**src/hw/rtl/rtgl_pkg.sv**
```systemverilog
package rtgl_pkg;

    localparam int ADDR_W = 32;
    localparam int INTF_W = 4;

    localparam logic MODE_LOOKUP = 1'b0;
    localparam logic MODE_WRITE  = 1'b1;

    typedef enum logic [1:0] {
        ST_OK      = 2'd0,
        ST_NOROUTE = 2'd1,
        ST_LOOP    = 2'd2
    } status_t;

    typedef struct packed {
        logic [ADDR_W-1:0] dest;
        logic [ADDR_W-1:0] mask;
        logic [ADDR_W-1:0] gw;
        logic [INTF_W-1:0] intf;
    } route_entry_t;

endpackage

```
**src/hw/rtl/rtgl_table.sv**
```systemverilog
module rtgl_table #(
    parameter int ENTRIES = 16,
    parameter int IDX_W   = 4
) (
    input  logic                   clk,
    input  logic                   rst_n,
    input  logic                   wr_en,
    input  logic [IDX_W-1:0]       wr_idx,
    input  logic                   wr_valid,
    input  rtgl_pkg::route_entry_t wr_entry,
    input  logic [IDX_W-1:0]       rd_idx,
    output logic                   rd_valid,
    output rtgl_pkg::route_entry_t rd_entry
);
    import rtgl_pkg::*;

    route_entry_t             mem [ENTRIES];
    logic [ENTRIES-1:0]       valid_reg;
    logic                     rd_valid_reg;
    route_entry_t             rd_entry_reg;

    always_ff @(posedge clk or negedge rst_n)
    begin
        if (!rst_n)
        begin
            valid_reg    <= '0;
            rd_valid_reg <= 1'b0;
        end
        else
        begin
            if (wr_en)
            begin
                valid_reg[wr_idx] <= wr_valid;
            end
            rd_valid_reg <= valid_reg[rd_idx];
        end
    end

    always_ff @(posedge clk)
    begin
        if (wr_en)
        begin
            mem[wr_idx] <= wr_entry;
        end
        rd_entry_reg <= mem[rd_idx];
    end

    assign rd_valid = rd_valid_reg;
    assign rd_entry = rd_entry_reg;

endmodule

```
**src/hw/rtl/route_table_gateway_lookup.sv**
```systemverilog
// First-match route lookup with gateway chasing. A request with mode 1 writes one table
// entry (ignored when entry_index is at or beyond ROUTE_ENTRIES or route_interface is at or
// beyond NUM_INTERFACES) and presents status 0 by way of S_FIN. A request with mode 0 scans
// the table in order from entry 0 through a single registered read port, one entry per
// cycle, and restarts the scan at each gateway hop, up to MAX_HOPS hops (at most MAX_HOPS + 1
// scans). A lookup ends in S_FIN with status 0 on a hit with no gateway, status 2 on a
// gateway hit at the hop limit or status 1 when no entry matches; from S_FIN the result
// moves to the output register once that is free, and the next request is taken only back
// in S_IDLE. in_stall stays high while a request is in progress; a finished result waits
// in the output register while the next request enters.
module route_table_gateway_lookup #(
    parameter int ROUTE_ENTRIES  = 16,
    parameter int MAX_HOPS       = 10,
    parameter int NUM_INTERFACES = 16
) (
    input  logic        clk,
    input  logic        rst_n,
    input  logic        in_valid,
    output logic        in_stall,
    input  logic        mode,
    input  logic [3:0]  entry_index,
    input  logic        entry_valid,
    input  logic [31:0] addr,
    input  logic [31:0] dest_mask,
    input  logic [31:0] route_gateway,
    input  logic [3:0]  route_interface,
    input  logic [3:0]  start_depth,
    output logic        out_valid,
    input  logic        out_stall,
    output logic [1:0]  status,
    output logic [3:0]  out_interface,
    output logic [31:0] next_hop
);
    import rtgl_pkg::*;

    localparam int IDX_W   = (ROUTE_ENTRIES > 1) ? $clog2(ROUTE_ENTRIES) : 1;
    localparam int CNT_W   = $clog2(ROUTE_ENTRIES + 1);
    localparam int DEPTH_W = ($clog2(MAX_HOPS + 1) > 4) ? $clog2(MAX_HOPS + 1) : 4;
    localparam logic [CNT_W-1:0]   LAST_CNT   = CNT_W'(ROUTE_ENTRIES);
    localparam logic [DEPTH_W-1:0] HOP_LIMIT  = DEPTH_W'(MAX_HOPS);
    localparam logic [8:0]         ENTRY_LIM  = 9'(ROUTE_ENTRIES);
    localparam logic [8:0]         INTF_LIM   = 9'(NUM_INTERFACES);

    typedef enum logic [1:0] {
        S_IDLE,
        S_SCAN,
        S_FIN
    } state_t;

    state_t              state_reg, state_next;
    logic [ADDR_W-1:0]   cur_addr_reg, cur_addr_next;
    logic [DEPTH_W-1:0]  depth_reg, depth_next;
    logic                first_reg, first_next;
    logic [ADDR_W-1:0]   hop_reg, hop_next;
    logic [CNT_W-1:0]    cnt_reg, cnt_next;
    logic                pend_reg, pend_next;
    status_t             res_status_reg, res_status_next;
    logic [INTF_W-1:0]   res_intf_reg, res_intf_next;
    logic [ADDR_W-1:0]   res_hop_reg, res_hop_next;
    logic                out_valid_reg, out_valid_next;
    status_t             status_reg, status_next;
    logic [INTF_W-1:0]   out_intf_reg, out_intf_next;
    logic [ADDR_W-1:0]   next_hop_reg, next_hop_next;

    logic                accept;
    logic                wr_en;
    logic [8:0]          wr_idx_ext;
    logic [8:0]          wr_intf_ext;
    route_entry_t        wr_entry;
    logic                rd_valid;
    route_entry_t        rd_entry;
    logic                hit;

    assign accept      = in_valid && !in_stall;
    assign wr_idx_ext  = {5'd0, entry_index};
    assign wr_intf_ext = {5'd0, route_interface};
    assign wr_en       = accept && (mode == MODE_WRITE) && (wr_idx_ext < ENTRY_LIM)
                         && (wr_intf_ext < INTF_LIM);
    assign wr_entry    = '{dest: addr, mask: dest_mask, gw: route_gateway,
                           intf: route_interface};

    rtgl_table #(
        .ENTRIES (ROUTE_ENTRIES),
        .IDX_W   (IDX_W)
    ) u_table (
        .clk      (clk),
        .rst_n    (rst_n),
        .wr_en    (wr_en),
        .wr_idx   (wr_idx_ext[IDX_W-1:0]),
        .wr_valid (entry_valid),
        .wr_entry (wr_entry),
        .rd_idx   (cnt_reg[IDX_W-1:0]),
        .rd_valid (rd_valid),
        .rd_entry (rd_entry)
    );

    assign hit = pend_reg && rd_valid && (rd_entry.dest == (cur_addr_reg & rd_entry.mask));

    always_comb
    begin
        state_next      = state_reg;
        cur_addr_next   = cur_addr_reg;
        depth_next      = depth_reg;
        first_next      = first_reg;
        hop_next        = hop_reg;
        cnt_next        = cnt_reg;
        pend_next       = pend_reg;
        res_status_next = res_status_reg;
        res_intf_next   = res_intf_reg;
        res_hop_next    = res_hop_reg;
        out_valid_next  = out_valid_reg && out_stall;
        status_next     = status_reg;
        out_intf_next   = out_intf_reg;
        next_hop_next   = next_hop_reg;

        unique case (state_reg)
            S_IDLE:
            begin
                if (accept)
                begin
                    if (mode == MODE_WRITE)
                    begin
                        res_status_next = ST_OK;
                        res_intf_next   = '0;
                        res_hop_next    = '0;
                        state_next      = S_FIN;
                    end
                    else
                    begin
                        cur_addr_next = addr;
                        depth_next    = DEPTH_W'(start_depth);
                        first_next    = 1'b1;
                        hop_next      = '0;
                        cnt_next      = '0;
                        pend_next     = 1'b0;
                        state_next    = S_SCAN;
                    end
                end
            end
            S_SCAN:
            begin
                priority if (hit)
                begin
                    if (rd_entry.gw == '0)
                    begin
                        res_status_next = ST_OK;
                        res_intf_next   = rd_entry.intf;
                        res_hop_next    = hop_reg;
                        state_next      = S_FIN;
                    end
                    else if (depth_reg >= HOP_LIMIT)
                    begin
                        res_status_next = ST_LOOP;
                        res_intf_next   = '0;
                        res_hop_next    = '0;
                        state_next      = S_FIN;
                    end
                    else
                    begin
                        // chase the gateway: restart the scan one hop deeper
                        if (first_reg)
                        begin
                            hop_next = rd_entry.gw;
                        end
                        first_next    = 1'b0;
                        cur_addr_next = rd_entry.gw;
                        depth_next    = DEPTH_W'(depth_reg + 1'b1);
                        cnt_next      = '0;
                        pend_next     = 1'b0;
                    end
                end
                else if (pend_reg && (cnt_reg == LAST_CNT))
                begin
                    res_status_next = ST_NOROUTE;
                    res_intf_next   = '0;
                    res_hop_next    = '0;
                    state_next      = S_FIN;
                end
                else
                begin
                    cnt_next  = CNT_W'(cnt_reg + 1'b1);
                    pend_next = 1'b1;
                end
            end
            S_FIN:
            begin
                if (!out_valid_reg || !out_stall)
                begin
                    out_valid_next = 1'b1;
                    status_next    = res_status_reg;
                    out_intf_next  = res_intf_reg;
                    next_hop_next  = res_hop_reg;
                    state_next     = S_IDLE;
                end
            end
            default:
            begin
                state_next = S_IDLE;
            end
        endcase
    end

    always_ff @(posedge clk or negedge rst_n)
    begin
        if (!rst_n)
        begin
            state_reg      <= S_IDLE;
            out_valid_reg  <= 1'b0;
            pend_reg       <= 1'b0;
            cnt_reg        <= '0;
            first_reg      <= 1'b1;
            depth_reg      <= '0;
            res_status_reg <= ST_OK;
            status_reg     <= ST_OK;
        end
        else
        begin
            state_reg      <= state_next;
            out_valid_reg  <= out_valid_next;
            pend_reg       <= pend_next;
            cnt_reg        <= cnt_next;
            first_reg      <= first_next;
            depth_reg      <= depth_next;
            res_status_reg <= res_status_next;
            status_reg     <= status_next;
        end
    end

    always_ff @(posedge clk)
    begin
        cur_addr_reg <= cur_addr_next;
        hop_reg      <= hop_next;
        res_intf_reg <= res_intf_next;
        res_hop_reg  <= res_hop_next;
        out_intf_reg <= out_intf_next;
        next_hop_reg <= next_hop_next;
    end

    assign in_stall      = (state_reg != S_IDLE);
    assign out_valid     = out_valid_reg;
    assign status        = status_reg;
    assign out_interface = out_intf_reg;
    assign next_hop      = next_hop_reg;

endmodule

```
**config.mk**
```make
export PLATFORM = sky130hd
export DESIGN_NAME = route_table_gateway_lookup
export DESIGN_NICKNAME = d
export VERILOG_FILES = /design/src/hw/rtl/rtgl_pkg.sv /design/src/hw/rtl/rtgl_table.sv /design/src/hw/rtl/route_table_gateway_lookup.sv
export SDC_FILE = /design/constraint.sdc
export NUM_CORES = 2
export LEC_CHECK = 0
export CAP_MARGIN = 10
export CORE_ASPECT_RATIO = 0.75
export CORE_UTILIZATION = 40
export CTS_BUF_LIST = sky130_fd_sc_hd__clkbuf_4 sky130_fd_sc_hd__clkbuf_8
export DETAILED_ROUTE_END_ITERATION = 12
export DONT_BUFFER_PORTS = 1
export SKIP_LAST_GASP = 1
export SLEW_MARGIN = 25
export SYNTH_ARGS = -nofsm -noshare
export SYNTH_HDL_FRONTEND = slang
export SYNTH_SLANG_ARGS = --single-unit
export TNS_END_PERCENT = 20
```
**constraint.sdc**
```tcl
create_clock -name clk -period 8.3 [get_ports clk]
set_clock_uncertainty 0.2 [all_clocks]
set_input_delay 1.245 -clock clk [delete_from_list [all_inputs] [get_ports clk]]
set_output_delay 1.245 -clock clk [all_outputs]
set_load 0.1 [all_outputs]
```
==> results by group <==
Global route
  – Total congestion overflow: 0
  – Vias in the first global route: between 30000 and 40000
  – Antenna violations before repair: 3
  – GRT Util Overall: 0.191
  – Largest net degree at the start of global routing: 151
  – First-pass GRT wire length: ~240000 microns

STA
  – Min Tclk post-route: about 4 ns
  – Setup-failing EPs final: 0
  – RSZ-0062 raised after global routing: false
  – Hold Vio Cnt, Final: 0
  – Slew HR: 0.236
  – Worst Tran Pin Value: 1.15 ns
  – Final TNS setup: 0 ns
  – Final Max Slew Viols: 0
  – Hold WS: between 0.1 and 0.15 ns
  – Final Cycle Share: 0.470
  – Max Fclk: ~260 MHz

Cells and area
  – Layout cell share with drive strength beyond 1: 0.334
  – Post-Layout Cell Count: 5526
  – Area Growth Syn to Fin: 12.9%
  – Final #Nets: roughly 3200
  – Number of flip-flops in the largest register: 1600
  – Post-route cell area: about 0.078 sq mm

Die
  – Initial cell density of the core: 0.404
  – Num ports: between 150 and 200
  – Die area: approximately 0.17 sq mm
  – Width of the die: just under 500 microns
  – FP Rows: between 100 and 150
  – Total core area: about 0.17 sq mm
  – Die height: around 360 microns

Critical path
  – Crit Path Class: reg -> reg
  – CP arrival: about 4.3 ns
  – Req. time, crit path: approximately 8.7 ns
  – Worst setup SP type: register
  – Kind of end point of the critical path: register
  – Worst-path fanout max: 41

Detailed routing
  – # DRC: 0
  – Routed WL: between 150000 and 200000 microns
  – Antenna Violating Nets Remaining: 0
  – Via count: a little over 30000
  – Initial DRC count: roughly 3200
  – Wire per inst: approximately 30 microns
  – Via density: 5.58
  – 1st-pass router iterations: 5

Logic synthesis
  – Number of synthesized register bits: between 1500 and 2000
  – Post-synthesis async set-or-reset flop share: 0.0187
  – Synth Area per Inst: between 20 and 25 sq um
  – Synth warn: 0
  – Post-synthesis cell count: between 2000 and 3000
  – Syn_nets: just under 3000
  – Area leader, netlist: edfxtp_1
  – Top cells by count, synth: 1736 x edfxtp_1, 505 x mux4_2, 100 x dfxtp_1, 81 x clkbuf_1, 69 x and2_1
  – EDFF count, synth: roughly 1700
  – Adder-cell share of the synthesized area: 0.000726
  – Count leader, synth: edfxtp_1
  – Synth cell types: 52
  – Simple-gate share of the synthesized area: 0.0151
  – Seq/Total Area, Yosys: 0.798
  – Post-synthesis compound-gate area fraction: 0.00775
  – Top cell type's share of synthesized area: 0.756
  – Post-synth top flop: edfxtp_1
  – Post-Synth XOR/XNOR Area: 0.00292
  – Largest family of logic cells by synthesized area: multiplexers
  – Synth top area cells: edfxtp_1 76%, mux4_2 16%, dfxtp_1 2.9%, dfrtp_1 1.2%, and2_1 0.63%
  – Mux cell area share after synthesis: 0.168
  – Mapped cell area: roughly 0.07 sq mm

Place
  – Detail Placement HPWL: 89100 microns
  – Cell count after placement: around 5000
  – Placed Area: about 0.072 sq mm
  – Global placer's final weighted congestion: 0.770
  – Port bufs: 0

Power
  – Pleak: around 24 nW
  – P per Cell Area: approximately 310 mW/mm^2
  – Total Power: 24.0 mW
  – VDD IR max: about 240 uV

Clock network
  – Reg clk slew, reported paths: ~0.070 ns
  – Num CTS Buffers: ~300
  – Sink Count: 1871
  – Setup bufs post-CTS: 0
  – Clock Tree Root: clkbuf_8
  – Clock Path Buffers: 4
  – # H-tree levels: 5
  – Skew-Pair Late Insertion Delay: 1.00 ns
  – CTS tree: built

Job
  – Maxcap violations: 0

Worst hold path
  – Worst min path class: in -> reg

Outcome
  – Status: finished clean
repair_timing:
item	in CTS	in global routing
hold buffers	2	0
gates resized for setup	0	0
hold endpoints to repair	35	0
critical path, stage by stage (launching register included):
cell,delay (ns)
dfrtp_1,0.52
nor2_1,0.23
nand3_1,0.24
or3_1,0.55
nor2_4,0.86
buf_4,0.80
layout make-up:
| cell class | instances | area [sq um] |
|---|---|---|
| Timing Repair Buffer | 60 | 624 |
| Fill cell | 13900 | 92700 |
| Clock buffer | 432 | 5300 |
| Tap cell | 2261 | 2830 |
| Antenna cell | 3 | 7.51 |
| Multi-Input combinational cell | 809 | 13600 |
| Sequential cell | 1871 | 55000 |
| Clock inverter | 79 | 498 |
| Inverter | 11 | 41.3 |
worst paths after layout:
path | from | end | slack (ns) | cells after the start
worst max-delay path | state_reg[0]$_DFFE_PN0P_ | u_table.mem[8][20]$_DFFE_PP_ | 4.40 | 5
worst min-delay path | addr[24] | u_table.mem[2][92]$_DFFE_PP_ | 0.13 | 0
worst max register to register | state_reg[0]$_DFFE_PN0P_ | u_table.mem[8][20]$_DFFE_PP_ | 4.40 | 5
worst min register to register | res_hop_reg[7]$_SDFFCE_PN0P_ | next_hop[7]$_DFFE_PP_ | 0.22 | 0
max in group asynchronous | rst_n | first_reg$_DFFE_PN1P_ | 7.12 | 2
min in group asynchronous | rst_n | depth_reg[1]$_DFFE_PN0P_ | 0.53 | 2
cell usage in the layout (no fill, tap or decap), types with 5 or more instances in the layout:
cell,count
mux4_2,505
nand3_1,12
clkbuf_8,329
dfrtp_1,30
nand4_1,9
o21ai_0,5
and2_1,69
mux2_2,18
edfxtp_1,1736
clkinv_2,24
inv_1,11
nor2_4,12
clkinvlp_4,8
bufinv_16,5
nor2_1,11
nor3_4,5
clkinv_1,40
nand2_1,38
buf_12,8
buf_4,46
nor4_1,8
a21oi_1,8
clkbuf_4,103
dfxtp_1,100
xor2_1,21
a21o_1,37
report_power, final:
group          leakage [nW]  switching, mW  internal, mW
logic                  4.28           2.22          2.23
clock network          3.08           3.50          4.24
registers              17.0          0.851          11.0
total                  24.3           6.57          17.4
stage by stage:
stage / util / worst slack [ns]
floorplan: - / 1.34
global placement: 0.422 / 3.83
detailed placement: 0.422 / 3.92
CTS: 0.456 / 4.22
global route: 0.457 / 4.18
finish: 0.457 / 4.40
routing by layer:
layer  share of wire  wire (microns)  vias to the layer above  global-route usage
met2            0.49           80400                     1371               0.306
met3           0.083           13700                      263              0.0467
met1            0.41           68000                    16700               0.260
li1                -               -                    12500                   -
met4           0.019            3180                        2              0.0530
met5        0.000042               7                        -                   0
cell families (layout without fill, tap and decap cells):
family | after synthesis | after routing
simple gates | 187 | 187
other cells | 0 | 3
flops | 1871 | 1871
fa+ha+maj | 4 | 4
compound gates | 72 | 72
xor+xnor | 23 | 23
buf+inv | 137 | 582
mux | 523 | 523
No activity file was read; power rests on OpenSTA's default activity.
